--- src/rtl/mbe_pkg.sv ---
// ----------------------------------------------------------------------------
// mbe_pkg
// Shared constants, register indexes and types for the escape-time core.
// ----------------------------------------------------------------------------
package mbe_pkg;

	localparam int COORD_BITS   = 12;
	localparam int FRAC_BITS    = 58;
	localparam int ITER_BITS    = 16;

	localparam int WORD_BITS    = 64;
	localparam int UWORD_BITS   = 63;
	localparam int HALF_BITS    = WORD_BITS / 2;
	localparam int PART_BITS    = HALF_BITS + 1;
	localparam int PROD_BITS    = 2 * PART_BITS;
	localparam int ACC_BITS     = 2 * WORD_BITS;
	localparam int STEP_BITS    = 2;
	localparam int CFG_IDX_BITS = 3;

	localparam logic [CFG_IDX_BITS-1:0] REG_MIN_REAL   = 3'd0;
	localparam logic [CFG_IDX_BITS-1:0] REG_MIN_IMAG   = 3'd1;
	localparam logic [CFG_IDX_BITS-1:0] REG_PIXEL_STEP = 3'd2;
	localparam logic [CFG_IDX_BITS-1:0] REG_MAX_ITER   = 3'd3;
	localparam logic [CFG_IDX_BITS-1:0] REG_RADIUS_SQ  = 3'd4;

	// -8.0, -4.0, 2^-8, 256, 4.0
	localparam logic [WORD_BITS-1:0]  RST_MIN_REAL   = 64'hE000_0000_0000_0000;
	localparam logic [WORD_BITS-1:0]  RST_MIN_IMAG   = 64'hF000_0000_0000_0000;
	localparam logic [UWORD_BITS-1:0] RST_PIXEL_STEP = 63'h0004_0000_0000_0000;
	localparam logic [ITER_BITS-1:0]  RST_MAX_ITER   = ITER_BITS'(256);
	localparam logic [UWORD_BITS-1:0] RST_RADIUS_SQ  = 63'h1000_0000_0000_0000;

	// partial-product shift codes (multiples of HALF_BITS)
	localparam logic [1:0] SH_NONE = 2'd0;
	localparam logic [1:0] SH_HALF = 2'd1;
	localparam logic [1:0] SH_FULL = 2'd2;

	typedef enum logic [2:0] {
		ST_IDLE,
		ST_MAP,
		ST_ORIGIN,
		ST_CHECK,
		ST_MUL,
		ST_ACC,
		ST_EVAL,
		ST_DONE
	} state_t;

	typedef struct packed {
		logic [WORD_BITS-1:0]  min_real;
		logic [WORD_BITS-1:0]  min_imag;
		logic [UWORD_BITS-1:0] pixel_step;
		logic [ITER_BITS-1:0]  max_iter;
		logic [UWORD_BITS-1:0] radius_sq;
	} cfg_t;

	typedef struct packed {
		logic mul_en;
		logic acc_en;
		logic acc_clr;
	} mac_cmd_t;

	typedef struct packed {
		logic                 load;
		logic                 map_mul;
		logic                 map_add;
		mac_cmd_t             mac;
		logic [STEP_BITS-1:0] step;
		logic                 eval;
	} cmd_t;

	typedef struct packed {
		logic cap_reached;
		logic escape;
	} sts_t;

endpackage

--- src/rtl/mbe_ctrl.sv ---
// ----------------------------------------------------------------------------
// mbe_ctrl
// Sequencer: maps the pixel, then runs check / four partial products /
// final accumulate / evaluate for each round until escape or cap.
// ----------------------------------------------------------------------------
module mbe_ctrl (
	input  logic          clk,
	input  logic          arst_n,
	input  logic          start,
	input  mbe_pkg::sts_t sts,
	output mbe_pkg::cmd_t cmd,
	output logic          busy,
	output logic          done
);
	import mbe_pkg::*;

	state_t               state_q, state_d;
	logic [STEP_BITS-1:0] step_q, step_d;

	always_ff @(posedge clk or negedge arst_n) begin
		if (!arst_n) begin
			state_q <= ST_IDLE;
			step_q  <= '0;
		end else begin
			state_q <= state_d;
			step_q  <= step_d;
		end
	end

	always_comb begin
		state_d = state_q;
		step_d  = step_q;
		cmd     = '0;
		cmd.step = step_q;
		busy    = 1'b1;
		done    = 1'b0;
		unique case (state_q)
			ST_IDLE: begin
				busy = 1'b0;
				if (start) begin
					cmd.load = 1'b1;
					state_d  = ST_MAP;
				end
			end
			ST_MAP: begin
				cmd.map_mul = 1'b1;
				state_d     = ST_ORIGIN;
			end
			ST_ORIGIN: begin
				cmd.map_add = 1'b1;
				state_d     = ST_CHECK;
			end
			ST_CHECK: begin
				step_d = '0;
				if (sts.cap_reached) begin
					state_d = ST_DONE;
				end else begin
					cmd.mac.acc_clr = 1'b1;
					state_d         = ST_MUL;
				end
			end
			ST_MUL: begin
				// accumulate trails the multiply: each product is added in the cycle after it
				cmd.mac.mul_en = 1'b1;
				cmd.mac.acc_en = (step_q != '0);
				step_d         = step_q + 1'b1;
				if (step_q == '1) begin
					state_d = ST_ACC;
				end
			end
			ST_ACC: begin
				cmd.mac.acc_en = 1'b1;
				state_d        = ST_EVAL;
			end
			ST_EVAL: begin
				cmd.eval = 1'b1;
				state_d  = sts.escape ? ST_DONE : ST_CHECK;
			end
			ST_DONE: begin
				busy = 1'b0;
				done = 1'b1;
				if (start) begin
					cmd.load = 1'b1;
					state_d  = ST_MAP;
				end else begin
					state_d = ST_IDLE;
				end
			end
			default: state_d = ST_IDLE;
		endcase
	end

endmodule

--- config.mk ---
export PLATFORM = sky130hd
export DESIGN_NAME = mbe_ctrl
export DESIGN_NICKNAME = d
export VERILOG_FILES = /design/src/rtl/mbe_pkg.sv /design/src/rtl/mbe_ctrl.sv
export SDC_FILE = /design/constraint.sdc
export NUM_CORES = 1
export LEC_CHECK = 0
export BUFFER_PORTS_ARGS = -buffer_cell sky130_fd_sc_hd__buf_2
export CAP_MARGIN = 20
export CORE_AREA = 2 2 39 41
export CTS_CLUSTER_SIZE = 30
export DETAILED_ROUTE_END_ITERATION = 6
export DIE_AREA = 0 0 41 43
export PLACE_DENSITY = 0.5
export SLEW_MARGIN = 20
export SYNTH_ARGS = -nofsm -noshare
export SYNTH_HDL_FRONTEND = slang
export SYNTH_SLANG_ARGS = --single-unit
--- constraint.sdc ---
create_clock -name clk -period 1.3 [get_ports clk]
set_input_delay 0.065 -clock clk [delete_from_list [all_inputs] [get_ports clk]]
set_output_delay 0.065 -clock clk [all_outputs]
set_load 0.05 [all_outputs]
==> impl_metrics.ini <==
[critical_path]
reg2reg_depth = 4
slowest_stage = dfrtp_2
critPathRequiredTime_ns = 1.24
critical_path_arrival_ns = 1.25
r2r-end = step_q[1]
start_kind = register
cp_max_fo = 7
r2r_slack_ns = 0.13
cp_cell_sequence = and3_4 -> a21oi_4 -> nor2b_4 -> buf_6
rr_startpoint = state_q[1]
worstSetupEndpointType = output pin
path_class = register to output pin
max_stage_delay_ns = 0.45

[global_route]
grt_first_pass_wirelength_um = 1440
grt-ovfl-total = 0
grt_pass1_vias = 365
antenna_found_initial = 0
grt_usage = 0.124
grt_max_degree = 8

[route]
drtPass1Iterations = 3
ant_nets = 0
drc_errors = 0
vias = 403
routedWlPerCell_um = 11.0
initialDrtViolationCount = 2
drt_wl_total_um = 914
via_per_inst = 4.86

[sta]
fin_ws_ns = -0.0141
slew_headroom = 0.841
finalCritPeriodShare = 1.01
min_period_ns = 1.31
fin_worst_skew_ns = 0.000649
drv_slew = 0
setup-violations-final = 2
tightest_slew_ns = 0.237
fmax_mhz = 761
grt_setup_unrepaired = true
holdWs_ns = 0.126
finalHoldViolations = 0

[floorplan]
start_util = 0.251
die_h_um = 43
core_area_mm2 = 0.00138
die_width_um = 41
dieArea_mm2 = 0.00176
rows = 14
io_pins = 16

[clock_network]
numCtsBuffers = 3
cts.sinks = 5
path_clk_slew_ns = 0.04
clock_latency_ns = 0.24
cts_root_buf = clkbuf_4
htreeDepth = 1
tritoncts = done
cts_max_path_buffers = 2

[cells_and_area]
fillerInstances = 145
final_cell_mix = 9 x buf_4, 7 x buf_2, 7 x buf_6, 5 x dfrtp_2, 4 x a21oi_1
nNetsFinal = 75
finalNonFillerCells = 83
antennaDiodeCount = 0
multi_input_area_um2 = 248
drive_gt1_frac = 0.672
final_common_cell = buf_4
final-seq-area_um2 = 131
syn_to_final_growth_pct = 83.8

[yosys]
synth_area_um2 = 348
synth_edf_count = 0
ys.flop_type = dfrtp_1
ys_seq_elements = 5
synth.distinct_cells = 19
syn_inst = 41
seq_area_frac_synth = 0.360
syn_nets = 48
async_flop_share = 1.00
yosys_warnings = 0
syn-mean-instance-area_um2 = 8.48

[place]
dpl.cell_count = 72
io_buffers = 15
dp_hpwl_um = 725
place.gp.congestion = 0.662

[run_status]
violations = negative setup slack
status = finished, violations left

[min_path]
hold-path-endpoint = state_q[2]
whs_path_depth = 3
min_from = sts[0]
hp-class = input port to register

[flow_run]
drv_cap = 0
area by class of cell:
cell class                 instances  share of cell area
multi-input combinational         28               0.387
tap                               16              0.0313
inverter                           6              0.0352
timing repair buffer              24               0.299
clock buffer                       4              0.0411
sequential                         5               0.205
through the flow:
stage / TNS (ns) / utilization / cell area [um^2] / setup slack (ns)
final: -0.0184 / 0.462 / 639 / -0.0141
after floorplan: -0.128 / - / 397 / -0.0603
after global placement: 0 / 0.354 / 490 / 0.105
after global routing: -0.291 / 0.462 / 639 / -0.0711
after detailed placement: 0 / 0.354 / 490 / 0.0950
after CTS: -0.0297 / 0.435 / 602 / -0.0256
timing repair:
action                                 CTS  global route
setup buffers                            4             2
endpoints found under the hold margin    5             0
resized for setup                       15             6
setup endpoints to repair                9             8
pin swaps                                1             2
hold buffers                             1             0
layer usage:
layer  wire, um  vias to the layer above  share of wire  GRT usage
met2        521                        8           0.57      0.213
met1        366                      199           0.40      0.119
met5          0                        -              0          0
li1           -                      196              -          -
met4          0                        0              0      0.100
met3         26                        0          0.028     0.0157
cells by family (layout without fill, tap and decap cells):
family          count (synthesis)  count (layout)  share of synthesized area
mux                             1               1                     0.0288
simple gates                   14              14                      0.230
compound gates                 11              11                      0.216
buf+inv                         8              34                     0.0935
flops                           5               5                      0.360
fa+ha+maj                       2               2                     0.0719
state kept, by name, summed over array words and instances (netlist names):
| name | cells |
|---|---|
| state_q | 3 |
| step_q | 2 |
synth_stat cells (all sizes together) (2+ instances only):
library cell / instances / area [um^2]
a21oi: 6 / 33.8
buf: 2 / 10.0
dfrtp: 5 / 125
ha: 2 / 25.0
inv: 6 / 22.5
nand2: 3 / 13.8
nor2: 5 / 26.3
nor3: 4 / 20.0
o221ai: 2 / 17.5
how the worst max path moves through the flow:
stage                          start     end  cells past startpoint  slack (ns)
after global placement    state_q[0]  cmd[8]                      4        0.10
after detailed placement  state_q[0]  cmd[8]                      4         0.1
after CTS                 state_q[1]  cmd[8]                      4       -0.03
after floorplan            step_q[0]  cmd[4]                      3       -0.06
final                     state_q[2]  cmd[8]                      4       -0.01
after global routing      state_q[2]  cmd[8]                      4       -0.07
critical path: cells and delay by family, from the launching register on:
family | cells | cell delay [ns]
AOI/OAI and AO/OA | 1 | 0.15
buffers and inverters | 1 | 0.15
DFF | 1 | 0.45
and+or+nand+nor | 2 | 0.26
Power is left out: the tool's default activity adds up to more than one toggle a clock period on the data nets, which glitch-free logic cannot reach.
