==> src/rtl/mbe_pkg.sv <==
// ----------------------------------------------------------------------------
// mbe_pkg
// Shared constants, register indexes and types for the escape-time core.
// ----------------------------------------------------------------------------
package mbe_pkg;

	localparam int COORD_BITS   = 12;
	localparam int FRAC_BITS    = 58;
	localparam int ITER_BITS    = 16;

	localparam int WORD_BITS    = 64;
	localparam int UWORD_BITS   = 63;
	localparam int HALF_BITS    = WORD_BITS / 2;
	localparam int PART_BITS    = HALF_BITS + 1;
	localparam int PROD_BITS    = 2 * PART_BITS;
	localparam int ACC_BITS     = 2 * WORD_BITS;
	localparam int STEP_BITS    = 2;
	localparam int CFG_IDX_BITS = 3;

	localparam logic [CFG_IDX_BITS-1:0] REG_MIN_REAL   = 3'd0;
	localparam logic [CFG_IDX_BITS-1:0] REG_MIN_IMAG   = 3'd1;
	localparam logic [CFG_IDX_BITS-1:0] REG_PIXEL_STEP = 3'd2;
	localparam logic [CFG_IDX_BITS-1:0] REG_MAX_ITER   = 3'd3;
	localparam logic [CFG_IDX_BITS-1:0] REG_RADIUS_SQ  = 3'd4;

	// -8.0, -4.0, 2^-8, 256, 4.0
	localparam logic [WORD_BITS-1:0]  RST_MIN_REAL   = 64'hE000_0000_0000_0000;
	localparam logic [WORD_BITS-1:0]  RST_MIN_IMAG   = 64'hF000_0000_0000_0000;
	localparam logic [UWORD_BITS-1:0] RST_PIXEL_STEP = 63'h0004_0000_0000_0000;
	localparam logic [ITER_BITS-1:0]  RST_MAX_ITER   = ITER_BITS'(256);
	localparam logic [UWORD_BITS-1:0] RST_RADIUS_SQ  = 63'h1000_0000_0000_0000;

	// partial-product shift codes (multiples of HALF_BITS)
	localparam logic [1:0] SH_NONE = 2'd0;
	localparam logic [1:0] SH_HALF = 2'd1;
	localparam logic [1:0] SH_FULL = 2'd2;

	typedef enum logic [2:0] {
		ST_IDLE,
		ST_MAP,
		ST_ORIGIN,
		ST_CHECK,
		ST_MUL,
		ST_ACC,
		ST_EVAL,
		ST_DONE
	} state_t;

	typedef struct packed {
		logic [WORD_BITS-1:0]  min_real;
		logic [WORD_BITS-1:0]  min_imag;
		logic [UWORD_BITS-1:0] pixel_step;
		logic [ITER_BITS-1:0]  max_iter;
		logic [UWORD_BITS-1:0] radius_sq;
	} cfg_t;

	typedef struct packed {
		logic mul_en;
		logic acc_en;
		logic acc_clr;
	} mac_cmd_t;

	typedef struct packed {
		logic                 load;
		logic                 map_mul;
		logic                 map_add;
		mac_cmd_t             mac;
		logic [STEP_BITS-1:0] step;
		logic                 eval;
	} cmd_t;

	typedef struct packed {
		logic cap_reached;
		logic escape;
	} sts_t;

endpackage

==> src/rtl/mbe_regs.sv <==
// ----------------------------------------------------------------------------
// mbe_regs
// Configuration register file: plane origin, pixel pitch, iteration cap
// and squared escape radius.
// ----------------------------------------------------------------------------
module mbe_regs (
	input  logic                                 clk,
	input  logic                                 arst_n,
	input  logic                                 cfg_we,
	input  logic [mbe_pkg::CFG_IDX_BITS-1:0]     cfg_index,
	input  logic [mbe_pkg::WORD_BITS-1:0]        cfg_wdata,
	output mbe_pkg::cfg_t                        cfg
);
	import mbe_pkg::*;

	cfg_t cfg_q;

	always_ff @(posedge clk or negedge arst_n) begin
		if (!arst_n) begin
			cfg_q.min_real   <= RST_MIN_REAL;
			cfg_q.min_imag   <= RST_MIN_IMAG;
			cfg_q.pixel_step <= RST_PIXEL_STEP;
			cfg_q.max_iter   <= RST_MAX_ITER;
			cfg_q.radius_sq  <= RST_RADIUS_SQ;
		end else if (cfg_we) begin
			unique case (cfg_index)
				REG_MIN_REAL:   cfg_q.min_real   <= cfg_wdata;
				REG_MIN_IMAG:   cfg_q.min_imag   <= cfg_wdata;
				REG_PIXEL_STEP: cfg_q.pixel_step <= cfg_wdata[UWORD_BITS-1:0];
				REG_MAX_ITER:   cfg_q.max_iter   <= cfg_wdata[ITER_BITS-1:0];
				REG_RADIUS_SQ:  cfg_q.radius_sq  <= cfg_wdata[UWORD_BITS-1:0];
				default: ;
			endcase
		end
	end

	assign cfg = cfg_q;

endmodule

==> config.mk <==
export PLATFORM = sky130hd
export DESIGN_NAME = mbe_regs
export DESIGN_NICKNAME = d
export VERILOG_FILES = /design/src/rtl/mbe_pkg.sv /design/src/rtl/mbe_regs.sv
export SDC_FILE = /design/constraint.sdc
export NUM_CORES = 1
export LEC_CHECK = 0
export ABC_CLOCK_PERIOD_IN_PS = 800
export BUFFER_PORTS_ARGS = -buffer_cell sky130_fd_sc_hd__clkbuf_2
export CORE_MARGIN = 2
export CORE_UTILIZATION = 45
export DETAILED_ROUTE_END_ITERATION = 7
export PLACE_DENSITY = 0.69
export RECOVER_POWER = 100
export SLEW_MARGIN = 5
export SYNTH_ARGS = -nofsm -noshare
export SYNTH_HDL_FRONTEND = slang
export SYNTH_SLANG_ARGS = --single-unit
==> constraint.sdc <==
create_clock -name clk -period 0.8 [get_ports clk]
set_input_delay 0.24 -clock clk [delete_from_list [all_inputs] [get_ports clk]]
set_output_delay 0.24 -clock clk [all_outputs]
set_load 0.01 [all_outputs]
==> results of run 1 <==
worst register-to-register path: cells and delay by family, from the launching register on:
kind                   cells  cell delay [ns]
buffers and inverters      2             0.24
DFF                        1             0.41
muxes                      1             0.26
layout by cell type, fill, tap and decap left out, drive strengths merged, types with 2 or more instances in the layout:
| cell | instances |
|---|---|
| and4bb | 3 |
| buf | 347 |
| bufinv | 2 |
| clkbuf | 307 |
| clkinv | 5 |
| dfrtp | 260 |
| dfstp | 10 |
| dlygate4sd3 | 51 |
| mux2 | 270 |
Yosys cell counts:
master      n  area (sq um)
mux2_4    130          1950
buf_2       1          5.00
dfstp_2    10           263
dfrtp_1   260          6510
buf_6      16           180
nor4b_2     1          15.0
buf_12     12           240
mux2_2    140          1580
and4bb_1    3          37.5
nand4b_2    1          15.0
stage by stage:
stage	total power, mW	setup WS (ns)	hold slack (ns)	utilization
after floorplan	24.5	-0.485	-0.0556	-
after global placement	29.1	-0.727	0.103	0.573
after detailed placement	29.3	-0.755	0.101	0.573
after CTS	45.6	-0.672	0.00157	0.735
after global routing	50.5	-0.673	0.0175	0.766
final	48.6	-0.640	0.0226	0.766
logic make-up (layout without fill, tap and decap cells):
| logic type | count (synthesis) | after routing | synth area share |
|---|---|---|---|
| buf+inv | 29 | 712 | 0.0394 |
| simple gates | 5 | 5 | 0.00626 |
| mux | 270 | 270 | 0.327 |
| flops | 270 | 270 | 0.627 |
where the power goes:
group	leakage (nW)	switching, mW	total (mW)	internal, mW
sequential	3.22	2.25	19.0	16.8
clock	0.471	5.41	13.4	7.99
combinational	5.29	5.82	16.2	10.4
total	8.99	13.5	48.6	35.2
timing repair:
item | in CTS | in global routing
gates resized for setup | 72 | 292
setup endpoints to repair | 523 | 526
setup buffers | 176 | 117
cloned | 24 | 0
pin swaps | 4 | 4
hold buffers | 51 | 0
endpoints found under the hold margin | 443 | 0
how the worst max path moves through the flow:
stage | start | endpoint | slack (ns) | cells past startpoint
floorplan | cfg_index[1] | cfg[206] | -0.48 | 4
global placement | cfg_index[1] | cfg[186] | -0.73 | 4
detailed placement | cfg_index[1] | cfg[210] | -0.76 | 5
CTS | cfg[60] | cfg[60] | -0.67 | 1
global route | cfg[204] | cfg[204] | -0.67 | 1
finish | cfg[204] | cfg[204] | -0.64 | 1
metal layers:
layer | track usage | vias to the layer above | routed length [um]
met5 | 0 | - | 0
met1 | 0.330 | 4010 | 14300
met4 | 0.0731 | 0 | 1290
met2 | 0.454 | 305 | 18200
met3 | 0.0559 | 78 | 2140
li1 | - | 3360 | -
area by class of cell:
cell class | count | share of cell area
clock inverter | 7 | 0.00473
tap | 319 | 0.0222
clock buffer | 44 | 0.0479
sequential | 270 | 0.376
multi-input combinational | 275 | 0.228
timing repair buffer | 661 | 0.321
==> results.sh, run 1 <==
export IMPL_status="complete, but fails checks"
export IMPL_violations="setup timing"
export IMPL_clock_root_buffer="clkbuf_16"
export IMPL_clock_latency_ns=0.54
export IMPL_grt_pass1_vias=8430
export IMPL_final_max_slew_viol_count=0
export IMPL_avgViaCountPerCell=4.92
export IMPL_path_buf_inv=1
export IMPL_io_pins=340
export IMPL_grtUsageTotal=0.261
export IMPL_wirelength_mm=35.9
export IMPL_timing_slew_headroom=0.693
export IMPL_worstMarginPinSlew_ns=0.460
export IMPL_stdcell_count=1576
export IMPL_cts_path_max_buffers=3
export IMPL_fmax_mhz=694
export IMPL_clkTransAtPathRegs_ns=0.06
export IMPL_multiInputGateArea_sq_um=4100
export IMPL_setup_viol=575
export IMPL_synth_cells=574
export IMPL_leakage_nw=8.99
export IMPL_critPathTopFamily="flip-flops"
export IMPL_largest_reg_flops=270
export IMPL_required_ns=0.56
export IMPL_fin_nets=1306
export IMPL_gp_congestion=0.792
export IMPL_num_fill_cells=1241
export IMPL_grt_pass1_wl_mm=51.3
export IMPL_fin_crit_sh=1.80
export IMPL_globalRouteOverflowTotal=0
export IMPL_fin_ws_ns=-0.640
export IMPL_synth_area_sq_um=10800
export IMPL_area_growth_pct=66.7
export IMPL_power_density_nw_per_um2=2700
export IMPL_min_from="cfg_wdata[8]"
export IMPL_synth_yosys_seq_area_share=0.627
export IMPL_arrival_ns=1.20
export IMPL_antenna_found_initial=0
export IMPL_die_x_um=159
export IMPL_port_buffers=339
export IMPL_n_antenna_cell=0
export IMPL_hold_viol=0
export IMPL_cts_max_level=1
export IMPL_post_route_min_period_ns=1.44
export IMPL_drt_iter0_markers=491
export IMPL_clock_sinks=270
export IMPL_syn_nets=644
export IMPL_slowest_stage="dfstp_2"
export IMPL_r2r_end="cfg[175]"
export IMPL_skew_ns=0
export IMPL_cts_buffers=28
export IMPL_hold_class="input pin to register"
export IMPL_synth_distinct_cells=10
export IMPL_firstDrtPassIters=4
export IMPL_fin_area_sq_um=18000
export IMPL_synth_warning_count=0
export IMPL_dieArea_sq_um=25200
export IMPL_hpwl_mm=17.9
export IMPL_dpl_cell_area_sq_um=13400
export IMPL_synth_seq_cells=270
export IMPL_worstSetupStartpointType="register"
export IMPL_worst_path_max_fanout=2
export IMPL_drc=0
export IMPL_rr_startpoint="cfg[175]"
export IMPL_cts_tree="done"
export IMPL_start_util=0.460
export IMPL_rsz0062_at_grt="true"
export IMPL_via_count=7753
export IMPL_min_to="cfg[8]"
export IMPL_crit_chain="buf_8"
export IMPL_seq_area_sq_um=6770
export IMPL_wl_per_cell_um=22.8
export IMPL_critical_path_max_stage_delay_ns=0.56
export IMPL_dp_cells=1242
export IMPL_ir_drop_mv=2.09
export IMPL_r2r_slack_ns=-0.23
export IMPL_maxCapViolations=0
export IMPL_hold_depth=2
export IMPL_synth_avg_cell_area_sq_um=18.8
export IMPL_cp_end_kind="output port"
export IMPL_path_class="register to output port"
export IMPL_grt_max_degree=40
export IMPL_coreArea_sq_um=23500
export IMPL_die_h_um=159
export IMPL_drive_gt1_frac=0.746
export IMPL_rows=56
export IMPL_reg2regPathDepth=3
export IMPL_setup_tns_ns=-180.96
export IMPL_drtAntennaViolNets=0
(Power assumes the default switching activity.)
==> run 2, diff against run 1 <==
Settings changed: HOLD_SLACK_MARGIN from default to 0.05.
==> run 2 against run 1 <==
The run still ends with setup timing left. Sequential power about the same. Fmax about the same. Power increased by 0.57%. Register-to-register slack got worse by 0.02 ns. Utilization increased by 0.62 points. Critical path depth unchanged. Clock power about the same. Critical endpoint unchanged.
==> results.sh, run 2 (synthesis gave the netlist of run 1 again) <==
export IMPL_status="complete, but fails checks"
export IMPL_violations="setup timing"
export IMPL_holdWs_ns=0.0749
export IMPL_fin_crit_sh=1.80
export IMPL_skew_ns=0
export IMPL_ir_drop_mv=2.22
export IMPL_fmax_mhz=694
export IMPL_power_density_nw_per_um2=2700
export IMPL_antenna_found_initial=0
export IMPL_globalRouteOverflowTotal=0
export IMPL_clkTransAtPathRegs_ns=0.06
export IMPL_swShare=0.280
export IMPL_area_growth_pct=68.0
export IMPL_critical_path_max_stage_delay_ns=0.56
export IMPL_final_common_cell="dfrtp_1"
export IMPL_maxCapViolations=0
export IMPL_cp_end_kind="output port"
export IMPL_n_antenna_cell=0
export IMPL_pwr_share_clk=0.275
export IMPL_drive_gt1_frac=0.738
export IMPL_port_buffers=339
export IMPL_clock_root_buffer="clkbuf_16"
export IMPL_wl_per_cell_um=23.1
export IMPL_setup_viol=612
export IMPL_final_max_slew_viol_count=0
export IMPL_r2r_slack_ns=-0.25
export IMPL_hold_class="input pin to register"
export IMPL_coreArea_sq_um=23500
export IMPL_crit_chain="buf_8"
export IMPL_cts_path_max_buffers=3
export IMPL_post_route_min_period_ns=1.44
export IMPL_die_h_um=159
export IMPL_grt_max_degree=40
export IMPL_path_class="register to output port"
export IMPL_grtUsageTotal=0.265
export IMPL_start_util=0.460
export IMPL_critPathTopFamily="flip-flops"
export IMPL_rows=56
export IMPL_hold_viol=0
export IMPL_required_ns=0.56
export IMPL_grt_pass1_vias=8530
export IMPL_gp_congestion=0.792
export IMPL_p_comb_frac=0.335
export IMPL_path_buf_inv=1
export IMPL_clock_sinks=270
export IMPL_clock_latency_ns=0.53
export IMPL_seq_power_share=0.390
export IMPL_timing_slew_headroom=0.686
export IMPL_cts_max_level=1
export IMPL_hpwl_mm=17.9
export IMPL_cts_tree="done"
export IMPL_wirelength_mm=36.6
export IMPL_slowest_stage="dfstp_2"
export IMPL_dp_cells=1242
export IMPL_firstDrtPassIters=5
export IMPL_via_count=7825
export IMPL_leakage_nw=9.04
export IMPL_worstMarginPinSlew_ns=0.472
export IMPL_stdcell_count=1586
export IMPL_rsz0062_at_grt="true"
export IMPL_cts_buffers=28
export IMPL_dieArea_sq_um=25200
export IMPL_worst_path_max_fanout=2
export IMPL_drt_iter0_markers=459
export IMPL_drtAntennaViolNets=0
export IMPL_drc=0
export IMPL_worstSetupStartpointType="register"
export IMPL_arrival_ns=1.20
export IMPL_fin_ws_ns=-0.640
export IMPL_p_sw_mw=13.7
export IMPL_largest_reg_flops=270
export IMPL_layout_common_cells="260 x dfrtp_1, 256 x mux2_4, 255 x clkbuf_2"
export IMPL_fin_nets=1316
export IMPL_die_x_um=159
export IMPL_p_int_mw=35.2
export IMPL_avgViaCountPerCell=4.93
export IMPL_final_util=0.772
export IMPL_io_pins=340
export IMPL_grt_pass1_wl_mm=51.9
run 2: cell types whose count changed in the layout (fill, tap and decap cells not counted):
cell,change
clkbuf_2,-5
buf_6,+7
buf_4,-5
dlygate4sd3_1,+13
run 2: repair_timing:
action,CTS,global route
gates resized for setup,72,301
endpoints found under the hold margin,528,0
setup endpoints to repair,523,529
pin swaps,4,4
hold buffers,64,0
buffers inserted,176,119
gates cloned,24,0
run 2: through the flow:
step	instance area, sq um	total power [mW]	setup WS [ns]	setup TNS [ns]
finish	18100	48.9	-0.640	-180.88
global route	18100	50.7	-0.673	-195.71
CTS	17400	45.7	-0.672	-182.48
detailed placement	13400	29.3	-0.755	-188.94
global placement	13400	29.1	-0.727	-184.61
floorplan	11300	24.5	-0.485	-117.54
run 2: power groups by stage:
stage | registers, mW | clock network (mW) | logic [mW]
after floorplan | 20.0 | 0 | 4.53
after global placement | 18.7 | 0 | 10.4
after detailed placement | 18.7 | 0 | 10.6
after CTS | 18.4 | 13.5 | 13.8
after global routing | 19.3 | 14.2 | 17.2
final | 19.1 | 13.5 | 16.4
run 2: layout make-up:
class	instances	area (sq um)
clock buffer	44	862
clock inverter	7	85.1
fill	1224	5340
multi-input combinational	275	4100
sequential	270	6770
tap	319	399
timing repair buffer	671	5920
run 2: worst paths after layout:
path,from,end,cells after the start
max,cfg[204],cfg[204],1
max in group asynchronous,arst_n,cfg[268],3
min reg2reg,cfg[76],cfg[76],1
min in group asynchronous,arst_n,cfg[112],2
min,cfg_wdata[3],cfg[3],2
max reg2reg,cfg[103],cfg[103],3
run 2: layer usage:
layer  wire, um  vias up  track usage  part of all wire
met5          0        -            0                 0
met4       1240        0       0.0773             0.034
met3       2530       90       0.0569             0.069
met2      18400      365        0.462              0.50
met1      14400     3997        0.332              0.39
li1           -     3373            -                 -
==> run 3, diff against run 2 <==
Settings changed: CORE_ASPECT_RATIO from default to 0.6, SLEW_MARGIN 5 to default.
==> run 3 against run 2 <==
The flow still finishes with violations (setup timing). Clock skew unchanged. Power increased by 0.55%. Worst setup slack got worse by 0.0030 ns. Flip-flop and latch count unchanged. Via count increased by 6.3%. Fmax decreased by 0.21%. Highest routed layer unchanged. Combinational power increased by 4%.
==> results.sh, run 3 (synthesis gave the netlist of run 1 again) <==
export IMPL_status="complete, but fails checks"
export IMPL_violations="setup timing"
export IMPL_port_buffers=339
export IMPL_clock_latency_ns=0.53
export IMPL_setup_viol=687
export IMPL_layout_common_cells="260 x dfrtp_1, 255 x mux2_4, 239 x clkbuf_2"
export IMPL_rows=43
export IMPL_slowest_stage="dfstp_2"
export IMPL_fmax_mhz=693
export IMPL_worstMarginPinSlew_ns=0.434
export IMPL_wirelength_mm=40.6
export IMPL_final_max_slew_viol_count=0
export IMPL_wl_per_cell_um=25.0
export IMPL_path_buf_inv=1
export IMPL_grt_max_degree=47
export IMPL_dieArea_sq_um=25300
export IMPL_worstSetupStartpointType="register"
export IMPL_largest_reg_flops=270
export IMPL_hold_class="input pin to register"
export IMPL_ir_drop_mv=1.48
export IMPL_grt_pass1_vias=8425
export IMPL_power_density_nw_per_um2=2670
export IMPL_firstDrtPassIters=4
export IMPL_hpwl_mm=19.2
export IMPL_worst_path_max_fanout=2
export IMPL_grtUsageTotal=0.284
export IMPL_cts_buffers=26
export IMPL_stdcell_count=1620
export IMPL_area_growth_pct=70.9
export IMPL_maxCapViolations=0
export IMPL_required_ns=0.56
export IMPL_drive_gt1_frac=0.748
export IMPL_fin_nets=1354
export IMPL_cts_tree="done"
export IMPL_via_count=8316
export IMPL_critPathTopFamily="flip-flops"
export IMPL_antenna_found_initial=1
export IMPL_start_util=0.463
export IMPL_globalRouteOverflowTotal=0
export IMPL_clock_sinks=270
export IMPL_fin_crit_sh=1.80
export IMPL_cp_end_kind="output port"
export IMPL_fin_ws_ns=-0.643
export IMPL_leakage_nw=9.22
export IMPL_rsz0062_at_grt="true"
export IMPL_drt_iter0_markers=540
export IMPL_cts_max_level=1
export IMPL_path_class="register to output port"
export IMPL_holdWs_ns=0.0978
export IMPL_avgViaCountPerCell=5.13
export IMPL_hold_viol=0
export IMPL_die_h_um=124
export IMPL_final_common_cell="dfrtp_1"
export IMPL_dp_cells=1247
export IMPL_io_pins=340
export IMPL_clock_root_buffer="clkbuf_16"
export IMPL_gp_congestion=0.774
export IMPL_critical_path_max_stage_delay_ns=0.56
export IMPL_arrival_ns=1.20
export IMPL_drtAntennaViolNets=0
export IMPL_post_route_min_period_ns=1.44
export IMPL_die_x_um=204
export IMPL_skew_ns=0
export IMPL_setup_tns_ns=-215.94
export IMPL_crit_chain="buf_8"
export IMPL_timing_slew_headroom=0.711
export IMPL_clkTransAtPathRegs_ns=0.07
export IMPL_drc=0
export IMPL_num_fill_cells=1178
export IMPL_cts_path_max_buffers=3
export IMPL_grt_pass1_wl_mm=53.2
export IMPL_coreArea_sq_um=23300
-- run 3: cell types whose count changed in the layout (fill, tap and decap cells not counted), sizes merged --
cell	before	now
diode	0	1
buf	349	401
clkinv	5	6
clkbuf	302	285
clkinvlp	0	1
-- run 3: power breakdown --
group	internal, mW	switching [mW]	total (mW)
clock network	7.49	5.55	13.0
registers	16.8	2.41	19.2
logic	10.6	6.32	17.0
-- run 3: what timing repair did --
action                                 CTS  global route
endpoints found under the hold margin  536             0
setup buffers                          160           109
resized for setup                       77           284
hold buffers                            64             0
setup endpoints to repair              540           539
pin swaps                                4             4
gates cloned                            29             1
-- run 3: final timing paths --
kind | from | to | slack (ns) | cells after the start
worst max-delay path | cfg[203] | cfg[203] | -0.64 | 1
worst min-delay path | cfg_wdata[34] | cfg[34] | 0.1 | 2
worst max register to register | cfg[184] | cfg[184] | -0.29 | 3
worst min register to register | cfg[81] | cfg[81] | 0.51 | 1
max in group asynchronous | arst_n | cfg[159] | -0.11 | 4
min in group asynchronous | arst_n | cfg[258] | 0.38 | 3
-- run 3: layout make-up --
type,count,area [sq um],share of cell area
Sequential cell,270,6770,0.367
Antenna cell,1,2.50,0.000136
Clock inverter,9,101,0.00550
Multi-Input combinational cell,275,4090,0.222
Tap cell,315,394,0.0214
Clock buffer,39,791,0.0429
Timing Repair Buffer,711,6290,0.341
-- run 3: stage by stage --
step	total power [mW]	setup WS (ns)	instance area, sq um	utilization
2_1_floorplan	24.5	-0.485	11300	-
3_3_place_gp	29.4	-0.787	13500	0.581
3_5_place_dp	29.6	-0.827	13500	0.581
4_1_cts	45.3	-0.680	17500	0.752
5_1_grt	50.9	-0.694	18400	0.791
6_report	49.2	-0.643	18400	0.792
-- run 3: layer usage --
layer / routed length [um] / up-vias / global-route usage
met5: 0 / - / 0
met4: 1410 / 0 / 0.0661
met3: 3410 / 111 / 0.0720
met2: 19000 / 438 / 0.455
met1: 16800 / 4313 / 0.392
li1: - / 3454 / -
